$ cat config.mk
export PLATFORM = sky130hd
export DESIGN_NAME = clock_alarm_stopwatch_top
export DESIGN_NICKNAME = d
export VERILOG_FILES = /design/src/cas_pkg.sv /design/src/cas_apb_regs.sv /design/src/cas_time_core.sv /design/src/clock_alarm_stopwatch_top.sv
export SDC_FILE = /design/constraint.sdc
export NUM_CORES = 1
export LEC_CHECK = 0
export BUFFER_PORTS_ARGS = -buffer_cell sky130_fd_sc_hd__buf_2
export CAP_MARGIN = 40
export CORE_ASPECT_RATIO = 0.6
export CORE_MARGIN = 4
export CORE_UTILIZATION = 50
export DETAILED_ROUTE_END_ITERATION = 10
export GPL_ROUTABILITY_DRIVEN = 0
export HOLD_SLACK_MARGIN = 0.03
export PLACE_DENSITY = 0.77
export SLEW_MARGIN = 20
export SYNTH_ARGS = -nofsm -noshare
export SYNTH_HDL_FRONTEND = slang
export SYNTH_SLANG_ARGS = --single-unit
$ cat constraint.sdc
create_clock -name clk -period 3.1 [get_ports clk]
set_input_delay 0.465 -clock clk [delete_from_list [all_inputs] [get_ports clk]]
set_output_delay 0.465 -clock clk [all_outputs]
set_load 0.005 [all_outputs]
$ cat src/cas_pkg.sv
// ----------------------------------------------------------------------------
// cas_pkg: shared types and constants for the clock / alarm / stopwatch block
// Field widths, rollover limits, command codes and the beat structs that pass
// between the register file, the time core and the top level.
// ----------------------------------------------------------------------------
`default_nettype none

package cas_pkg;

	// Field widths
	localparam int HOUR_W   = 5;
	localparam int MIN_W    = 6;
	localparam int SEC_W    = 6;
	localparam int TENTH_W  = 4;
	localparam int CNT_W    = 5;
	localparam int KIND_W   = 3;
	localparam int DATA_W   = 32;
	localparam int ADDR_W   = 4;
	localparam int RIDX_W   = 2;

	// Prescaler reload and rollover limits
	localparam logic [CNT_W-1:0]   TICKS_PER_SECOND = CNT_W'(21);
	localparam logic [HOUR_W-1:0]  HOUR_LAST   = HOUR_W'(23);
	localparam logic [MIN_W-1:0]   MIN_LAST    = MIN_W'(59);
	localparam logic [SEC_W-1:0]   SEC_LAST    = SEC_W'(59);
	localparam logic [TENTH_W-1:0] TENTH_LAST  = TENTH_W'(9);

	// Command codes carried in the kind field
	typedef enum logic [KIND_W-1:0] {
		KIND_TICK      = 3'd0,
		KIND_SET_TIME  = 3'd1,
		KIND_SW_CLEAR  = 3'd2,
		KIND_SW_TOGGLE = 3'd3,
		KIND_SW_ENTER  = 3'd4,
		KIND_SW_LEAVE  = 3'd5
	} kind_t;

	// Register indexes (byte address = 4 * index)
	typedef enum logic [RIDX_W-1:0] {
		REG_ALARM_HOUR   = 2'd0,
		REG_ALARM_MINUTE = 2'd1,
		REG_ALARM_ENABLE = 2'd2
	} reg_idx_t;

	// Alarm configuration
	typedef struct packed {
		logic [HOUR_W-1:0] hour;
		logic [MIN_W-1:0]  minute;
		logic              enable;
	} alarm_cfg_t;

	// One input beat
	typedef struct packed {
		kind_t             kind;
		logic [HOUR_W-1:0] set_hour;
		logic [MIN_W-1:0]  set_minute;
		logic [SEC_W-1:0]  set_second;
	} item_t;

	// One result beat
	typedef struct packed {
		logic [HOUR_W-1:0]  hour;
		logic [MIN_W-1:0]   minute;
		logic [SEC_W-1:0]   second;
		logic               blink;
		logic [HOUR_W-1:0]  sw_hour;
		logic [MIN_W-1:0]   sw_minute;
		logic [SEC_W-1:0]   sw_second;
		logic [TENTH_W-1:0] sw_tenth;
		logic               sw_mode_on;
		logic               sw_running;
		logic               alarm_match;
	} result_t;

endpackage

`default_nettype wire

$ cat src/cas_apb_regs.sv
// ----------------------------------------------------------------------------
// cas_apb_regs: alarm configuration registers
// APB-style slave holding alarm hour, alarm minute and alarm enable.
// Writes land in the access phase; reads are returned with zero wait states.
// ----------------------------------------------------------------------------
`default_nettype none

module cas_apb_regs (
	input  wire logic                       clk,
	input  wire logic                       arst_n,
	input  wire logic                       psel,
	input  wire logic                       penable,
	input  wire logic                       pwrite,
	input  wire logic [cas_pkg::ADDR_W-1:0] paddr,
	input  wire logic [cas_pkg::DATA_W-1:0] pwdata,
	output logic      [cas_pkg::DATA_W-1:0] prdata,
	output logic                            pready,
	output cas_pkg::alarm_cfg_t             cfg
);
	import cas_pkg::*;

	alarm_cfg_t cfg_q;
	reg_idx_t   idx;
	logic       wr_en;

	assign idx    = reg_idx_t'(paddr[ADDR_W-1:2]);
	assign wr_en  = psel && penable && pwrite;
	assign pready = 1'b1;
	assign cfg    = cfg_q;

	// Register writes
	always_ff @(posedge clk or negedge arst_n) begin
		if (!arst_n) begin
			cfg_q <= '0;
		end else if (wr_en) begin
			case (idx)
				REG_ALARM_HOUR:   cfg_q.hour   <= pwdata[HOUR_W-1:0];
				REG_ALARM_MINUTE: cfg_q.minute <= pwdata[MIN_W-1:0];
				REG_ALARM_ENABLE: cfg_q.enable <= pwdata[0];
				default: ;
			endcase
		end
	end

	// Read mux
	always_comb begin
		prdata = '0;
		case (idx)
			REG_ALARM_HOUR:   prdata = DATA_W'(cfg_q.hour);
			REG_ALARM_MINUTE: prdata = DATA_W'(cfg_q.minute);
			REG_ALARM_ENABLE: prdata = DATA_W'(cfg_q.enable);
			default:          prdata = '0;
		endcase
	end

endmodule

`default_nettype wire

$ cat src/cas_time_core.sv
// ----------------------------------------------------------------------------
// cas_time_core: clock, stopwatch and prescaler state
// Applies one command beat per step to the time-of-day and stopwatch counters.
// The state registers double as the result register seen on the output side.
// ----------------------------------------------------------------------------
`default_nettype none

module cas_time_core (
	input  wire logic                clk,
	input  wire logic                arst_n,
	input  wire logic                step,
	input  cas_pkg::item_t           item,
	input  cas_pkg::alarm_cfg_t      cfg,
	output cas_pkg::result_t         res
);
	import cas_pkg::*;

	result_t           res_q, res_d;
	logic [CNT_W-1:0]  cnt_q, cnt_d;
	logic              sw_adv;

	// Stopwatch advances on even prescaler values while mode and run are set
	assign sw_adv = res_q.sw_mode_on && res_q.sw_running && !cnt_q[0];

	// Next-state logic
	always_comb begin
		res_d = res_q;
		cnt_d = cnt_q;
		case (item.kind)
			KIND_TICK: begin
				if (sw_adv) begin
					if (res_q.sw_tenth != TENTH_LAST) begin
						res_d.sw_tenth = res_q.sw_tenth + 1'b1;
					end else begin
						res_d.sw_tenth = '0;
						if (res_q.sw_second != SEC_LAST) begin
							res_d.sw_second = res_q.sw_second + 1'b1;
						end else begin
							res_d.sw_second = '0;
							if (res_q.sw_minute != MIN_LAST) begin
								res_d.sw_minute = res_q.sw_minute + 1'b1;
							end else begin
								res_d.sw_minute = '0;
								res_d.sw_hour = (res_q.sw_hour >= HOUR_LAST) ? '0 :
									res_q.sw_hour + 1'b1;
							end
						end
					end
				end
				if (cnt_q <= CNT_W'(1)) begin
					cnt_d       = TICKS_PER_SECOND;
					res_d.blink = !res_q.blink;
					if (res_q.second != SEC_LAST) begin
						res_d.second = res_q.second + 1'b1;
					end else begin
						res_d.second = '0;
						if (res_q.minute != MIN_LAST) begin
							res_d.minute = res_q.minute + 1'b1;
						end else begin
							res_d.minute = '0;
							res_d.hour = (res_q.hour >= HOUR_LAST) ? '0 : res_q.hour + 1'b1;
						end
					end
				end else begin
					cnt_d = cnt_q - 1'b1;
				end
			end
			KIND_SET_TIME: begin
				res_d.hour   = (item.set_hour   > HOUR_LAST) ? '0 : item.set_hour;
				res_d.minute = (item.set_minute > MIN_LAST)  ? '0 : item.set_minute;
				res_d.second = (item.set_second > SEC_LAST)  ? '0 : item.set_second;
			end
			KIND_SW_CLEAR: begin
				res_d.sw_hour   = '0;
				res_d.sw_minute = '0;
				res_d.sw_second = '0;
				res_d.sw_tenth  = '0;
			end
			KIND_SW_TOGGLE: res_d.sw_running = !res_q.sw_running;
			KIND_SW_ENTER:  res_d.sw_mode_on = 1'b1;
			KIND_SW_LEAVE: begin
				if (!res_q.sw_running) res_d.sw_mode_on = 1'b0;
			end
			default: ;
		endcase
		// Alarm compare on the updated time
		res_d.alarm_match = cfg.enable && (res_d.hour == cfg.hour) &&
			(res_d.minute == cfg.minute);
	end

	// State / result register
	always_ff @(posedge clk or negedge arst_n) begin
		if (!arst_n) begin
			res_q <= '0;
			cnt_q <= TICKS_PER_SECOND;
		end else if (step) begin
			res_q <= res_d;
			cnt_q <= cnt_d;
		end
	end

	assign res = res_q;

endmodule

`default_nettype wire

$ cat src/clock_alarm_stopwatch_top.sv
// ----------------------------------------------------------------------------
// clock_alarm_stopwatch_top: 24-hour clock with alarm match and stopwatch
// Usage:
//   Input channel (in_valid/in_ready): one beat carries a command kind and the
//   set_* values used by the set-time command. Tick beats drive a prescaler;
//   every 21 ticks one second passes on the clock and blink toggles.
//   Output channel (out_valid/out_ready): one result beat per input beat with
//   the clock, stopwatch, mode/run flags and the alarm match.
//   Config: APB-style port, alarm hour at 0x0, minute at 0x4, enable at 0x8.
//   Throughput: one beat per cycle unless stalled; input register feeds one
//   pass of counter logic into the result register.
//   Stall: while out_ready is low the result holds; one more beat can wait in
//   the input register, after which in_ready drops.
//   Reset: arst_n clears both channels, the clock and stopwatch to zero, the
//   prescaler to 21 and all alarm registers to zero.
// ----------------------------------------------------------------------------
`default_nettype none

module clock_alarm_stopwatch_top (
	input  wire logic                        clk,
	input  wire logic                        arst_n,
	// input channel
	input  wire logic                        in_valid,
	output logic                             in_ready,
	input  wire logic [cas_pkg::KIND_W-1:0]  kind,
	input  wire logic [cas_pkg::HOUR_W-1:0]  set_hour,
	input  wire logic [cas_pkg::MIN_W-1:0]   set_minute,
	input  wire logic [cas_pkg::SEC_W-1:0]   set_second,
	// output channel
	output logic                             out_valid,
	input  wire logic                        out_ready,
	output logic      [cas_pkg::HOUR_W-1:0]  hour,
	output logic      [cas_pkg::MIN_W-1:0]   minute,
	output logic      [cas_pkg::SEC_W-1:0]   second,
	output logic                             blink,
	output logic      [cas_pkg::HOUR_W-1:0]  sw_hour,
	output logic      [cas_pkg::MIN_W-1:0]   sw_minute,
	output logic      [cas_pkg::SEC_W-1:0]   sw_second,
	output logic      [cas_pkg::TENTH_W-1:0] sw_tenth,
	output logic                             sw_mode_on,
	output logic                             sw_running,
	output logic                             alarm_match,
	// config port
	input  wire logic                        psel,
	input  wire logic                        penable,
	input  wire logic                        pwrite,
	input  wire logic [cas_pkg::ADDR_W-1:0]  paddr,
	input  wire logic [cas_pkg::DATA_W-1:0]  pwdata,
	output logic      [cas_pkg::DATA_W-1:0]  prdata,
	output logic                             pready
);
	import cas_pkg::*;

	alarm_cfg_t cfg;
	item_t      item_s1;
	logic       valid_s1;
	logic       out_valid_q;
	logic       adv;
	logic       step;
	result_t    res;

	// Flow control: result slot frees when empty or taken
	assign adv      = !out_valid_q || out_ready;
	assign step     = valid_s1 && adv;
	assign in_ready = !valid_s1 || adv;

	// Input register
	always_ff @(posedge clk or negedge arst_n) begin
		if (!arst_n) begin
			valid_s1 <= 1'b0;
		end else if (in_ready) begin
			valid_s1 <= in_valid;
		end
	end

	always_ff @(posedge clk) begin
		if (in_valid && in_ready) begin
			item_s1.kind       <= kind_t'(kind);
			item_s1.set_hour   <= set_hour;
			item_s1.set_minute <= set_minute;
			item_s1.set_second <= set_second;
		end
	end

	// Result valid
	always_ff @(posedge clk or negedge arst_n) begin
		if (!arst_n) begin
			out_valid_q <= 1'b0;
		end else if (adv) begin
			out_valid_q <= valid_s1;
		end
	end

	cas_apb_regs u_regs (
		.clk     (clk),
		.arst_n  (arst_n),
		.psel    (psel),
		.penable (penable),
		.pwrite  (pwrite),
		.paddr   (paddr),
		.pwdata  (pwdata),
		.prdata  (prdata),
		.pready  (pready),
		.cfg     (cfg)
	);

	cas_time_core u_core (
		.clk    (clk),
		.arst_n (arst_n),
		.step   (step),
		.item   (item_s1),
		.cfg    (cfg),
		.res    (res)
	);

	// Output fields
	assign out_valid   = out_valid_q;
	assign hour        = res.hour;
	assign minute      = res.minute;
	assign second      = res.second;
	assign blink       = res.blink;
	assign sw_hour     = res.sw_hour;
	assign sw_minute   = res.sw_minute;
	assign sw_second   = res.sw_second;
	assign sw_tenth    = res.sw_tenth;
	assign sw_mode_on  = res.sw_mode_on;
	assign sw_running  = res.sw_running;
	assign alarm_match = res.alarm_match;

endmodule

`default_nettype wire

==> results.md <==
- The signal on the critical path passes through ha_1 > and4b_1 > nand4_1 > buf_4 > buf_4 > nor4_1 > o22ai_1 > nor4b_2 > nand4_1 > o21ai_1.
- The count of buffers from port buffering is 84.
- The largest net degree at the start of global routing is 62.
- The share of the Yosys chip area taken by registers is a little over two fifths.
- The count of inserted antenna diode cells is 0.
- The startpoint-to-endpoint class of the critical path is register to register.
- The total setup violations reported at the end of the flow is 0.
- The layout has 808 filler cells.
- STA puts the critical path data arrival time at 3.13 ns.
- Measured against the total synthesized area, the mux share comes to 3.65%.
- The post-route minimum period is ~2.9 ns.
- The total power is 3430 uW.
- The main combinational cell family by area after synthesis is simple AND/OR/NAND/NOR gates.
- The worst setup path is captured at a register.
- The number of placed instances with taps included is about 750.
- Among all stages on the critical path, the largest delay is contributed by sky130_fd_sc_hd__dfrtp_1.
- Headroom to the max-slew limit came out at 43.7%.
- Gates resized during post-CTS repair numbered 0.
- IR analysis of the VDD net gives a maximum drop of around 0.37 mV.
- The delay of the slowest cell on the worst path is 0.41 ns.
- The number of design-rule violations left by the first detailed-router iteration is 564.
- Cells with a size suffix above 1 make up between 20 and 25% of the layout.
- Summing the areas of all compound-gate instances in the mapped netlist gives 20.6% of the synthesized area.
- The clock network latency to the later pin of the worst-skew pair is 0.35 ns.
- The worst-case clock skew is 0.00381 ns.
- The clock passes through at most 2 buffers.
- The area taken by flip-flops and latches is 0.00213 mm^2.
- The initial cell density of the core is between 50% and 60%.
- The via count of the first global-routing pass came to 4,185.
- The instance count of the mapped netlist is 547.
- The CTS tree is yes.
- The die covers between 0.01 and 0.015 mm^2.
- The total power per unit cell area is 592 mW/mm^2.
- The area of the core region is 0.00946 mm^2.
- The growth of design area from synthesis to finish is 15.9%.
- The number of max-slew violations in the final report is 0.
- The number of buffers created by CTS is 9.
- Among all flip-flop cells after synthesis, the most frequent one is sky130_fd_sc_hd__dfrtp_1.
- In the final design database the tool counted just over 700 nets.
- The depth of the CTS H-tree is 3.
- Summing over every cut layer, the via total after detailed routing is 4,756.
- In this run, post-CTS hold repair placed 0 buffers.
- Setup repair after global routing left no endpoint under its margin.
- The initial antenna violation count is 0.
- The cell row count is 27.
- The total overflow left after global routing is 0.
- After the flow finishes, the layout carries non-filler instances totaling approximately 770.
- The clock tree root driver cell is sky130_fd_sc_hd__clkbuf_16.
- Dividing the synthesized area by the synthesized cell count gives 9.15 um^2.
- During I/O placement, the number of pins put on the boundary was 140.
- STA classifies the critical path startpoint as a register.
- The number of iterations in the first detailed-routing pass is 5.
- After synthesis the cells add up to 0.00501 mm^2.
- The path category of the worst min-delay check is primary input to async pin.
- The die span in y is 85.5 um.
- Based on the critical path, the design can be clocked at up to 350 MHz.
- Together, buffers and inverters on the worst path number 2.
- The run finished with clean final reports.
- The mean number of vias per cell is 6.21.
- The period utilization is 92.2%.
- The leakage power figure is 0.00247 uW.
- The global-route usage over all layers is 24.3%.
- The setup TNS is 0 ns.
- At the pin with the least slew margin, the transition time is around 0.84 ns.
- The register bit count reported by yosys is 81.
- For this run, asynchronously set or reset flops after synthesis account for 75.3%.
- The HPWL after detailed placement is approximately 10 mm.
- The die boundary width is roughly 140 um.
- The synthesized design contains 20 enable-type register cells.
- Before CTS, the worst setup slack after placement is 0.457 ns.
- The area taken by multi-input logic gates is approximately 0.0026 mm^2.
- Post-CTS timing repair inserted 0 buffers for setup.
- The synthesized netlist contains 72 unique library cells.
- The simple-gate portion of the synthesized area is between 20% and 30%.
- The post-route antenna net violation count is 0.
- After Yosys synthesis, XOR and XNOR cells account for 0.875% of the synthesized area.
- The Yosys step of the flow raised 0 warnings.
- The required time of the critical path is roughly 3.4 ns.
- After detailed routing, the average wire length per cell comes to 18.7 um.
- The number of hold violations in the final report is 0.
- The worst-case setup margin in the final layout is approximately 0.24 ns.
- In this run the worst path has a maximum fanout of 18.
- The clock transition at the registers of the reported paths is 0.06 ns.
- The global-route wire length before repair is around 22 mm.
- Across the run, the number of max-cap violations was 0.
- Broken down by cell family, the worst path's largest delay share belongs to simple AND/OR/NAND/NOR gates.
- The synthesized netlist devotes between 2 and 2.5% of its cell area to adder and majority cells.
- Clock tree synthesis found a total of 81 sinks.
- The total routed wirelength is 14.3 mm.
- For this run, design rule violations remaining after detail routing come to 0.
==> state kept, by name, summed over array words and instances (netlist names) <==
name and flops:
u_core.res 42, item_s1 20, u_regs.cfg 12, u_core.cnt_q 5
out_valid 1, valid_s1 1
==> synthesized netlist by cell type, types with 5 or more instances <==
cell	count	share of area, %
sky130_fd_sc_hd__a31oi_1	6	0.75
sky130_fd_sc_hd__nor2b_1	10	1.2
sky130_fd_sc_hd__o21ai_0	43	4.3
sky130_fd_sc_hd__a21o_1	6	0.90
sky130_fd_sc_hd__nand2b_1	11	1.4
sky130_fd_sc_hd__nor4_1	7	0.87
sky130_fd_sc_hd__nor3_1	10	1.0
sky130_fd_sc_hd__mux2i_1	7	1.4
sky130_fd_sc_hd__and3_1	5	0.62
sky130_fd_sc_hd__nand2_1	54	4.0
sky130_fd_sc_hd__o22ai_1	5	0.62
sky130_fd_sc_hd__nand4_1	8	1.0
sky130_fd_sc_hd__inv_1	16	1.2
sky130_fd_sc_hd__edfxtp_1	20	12
sky130_fd_sc_hd__o21ai_1	12	1.2
sky130_fd_sc_hd__buf_4	27	4.0
sky130_fd_sc_hd__a21oi_1	25	2.5
sky130_fd_sc_hd__dfrtp_1	58	29
sky130_fd_sc_hd__ha_1	10	2.5
sky130_fd_sc_hd__mux2_2	10	2.2
sky130_fd_sc_hd__nor2_1	35	2.6
sky130_fd_sc_hd__nand3b_1	5	0.75
sky130_fd_sc_hd__buf_2	8	0.80
sky130_fd_sc_hd__o31ai_1	10	1.5
sky130_fd_sc_hd__clkbuf_1	17	1.3
sky130_fd_sc_hd__nand3_1	26	2.6
==> area by class of cell <==
cell class | instances | area share [%]
clock buffers | 10 | 3.95
clock inverters | 6 | 0.906
inverters | 16 | 1.03
multi-input cells | 422 | 44.7
flip-flops and latches | 81 | 36.7
well taps | 130 | 2.80
repair buffers | 101 | 9.92
==> power by group <==
| part | internal [uW] | switching [uW] |
|---|---|---|
| Sequential | 1280 | 269 |
| Clock | 554 | 458 |
| Combinational | 398 | 473 |
==> worst paths after layout <==
path                                 from               to  slack [ns]  cells past startpoint
max                        u_core.res[25]    u_core.res[0]        0.24                     10
min                                arst_n  u_core.cnt_q[1]        0.06                      2
max reg2reg                u_core.res[25]    u_core.res[0]        0.24                     10
min reg2reg                u_core.res[24]   u_core.res[24]        0.47                      1
max in group asynchronous          arst_n  u_core.cnt_q[4]        2.49                      3
min in group clk                  kind[0]      item_s1[17]        0.29                      1
==> per-layer routing <==
layer / wire, um / vias to the layer above / global-route usage (%)
met4: 214 / 0 / 6.61
met3: 1820 / 28 / 8.03
li1: - / 2161 / -
met1: 6380 / 2253 / 36.8
met5: 0 / - / 0
met2: 5920 / 314 / 32.9
==> kinds of logic (layout without fill, tap and decap cells) <==
kind of cell	count (synthesis)	count (layout)
AND/OR/NAND/NOR	207	207
AO/OA/AOI/OAI	156	156
flip-flops	81	81
buffers and inverters	69	133
multiplexers	17	17
adder cells (fa/ha/maj)	10	10
XOR/XNOR	5	5
other	2	27
==> placed cells by master, fill, tap and decap left out, types with 7 or more instances in the layout <==
master and instances:
sky130_fd_sc_hd__nand4_1 8, sky130_fd_sc_hd__clkbuf_16 9, sky130_fd_sc_hd__nor2_1 35, sky130_fd_sc_hd__nand3_1 26, sky130_fd_sc_hd__o21ai_0 43, sky130_fd_sc_hd__nor4_1 7, sky130_fd_sc_hd__o21ai_1 12, sky130_fd_sc_hd__nor2b_1 10
sky130_fd_sc_hd__a21oi_1 25, sky130_fd_sc_hd__conb_1 27, sky130_fd_sc_hd__edfxtp_1 20, sky130_fd_sc_hd__nor3_1 10, sky130_fd_sc_hd__buf_2 84, sky130_fd_sc_hd__nand2b_1 11, sky130_fd_sc_hd__buf_4 15, sky130_fd_sc_hd__o31ai_1 10
sky130_fd_sc_hd__mux2_2 10, sky130_fd_sc_hd__ha_1 10, sky130_fd_sc_hd__mux2i_1 7, sky130_fd_sc_hd__dfrtp_1 58, sky130_fd_sc_hd__inv_1 16, sky130_fd_sc_hd__nand2_1 54
==> per-stage QoR <==
step,cell area [um^2],hold slack (ns),utilization (%)
floorplan,5100,0.169,-
global route,5800,0.0794,61.3
finish,5800,0.0586,61.3
detailed placement,5480,0.453,57.9
global placement,5480,0.459,57.9
CTS,5760,0.281,60.9
Power figures use the tool's default switching activity.
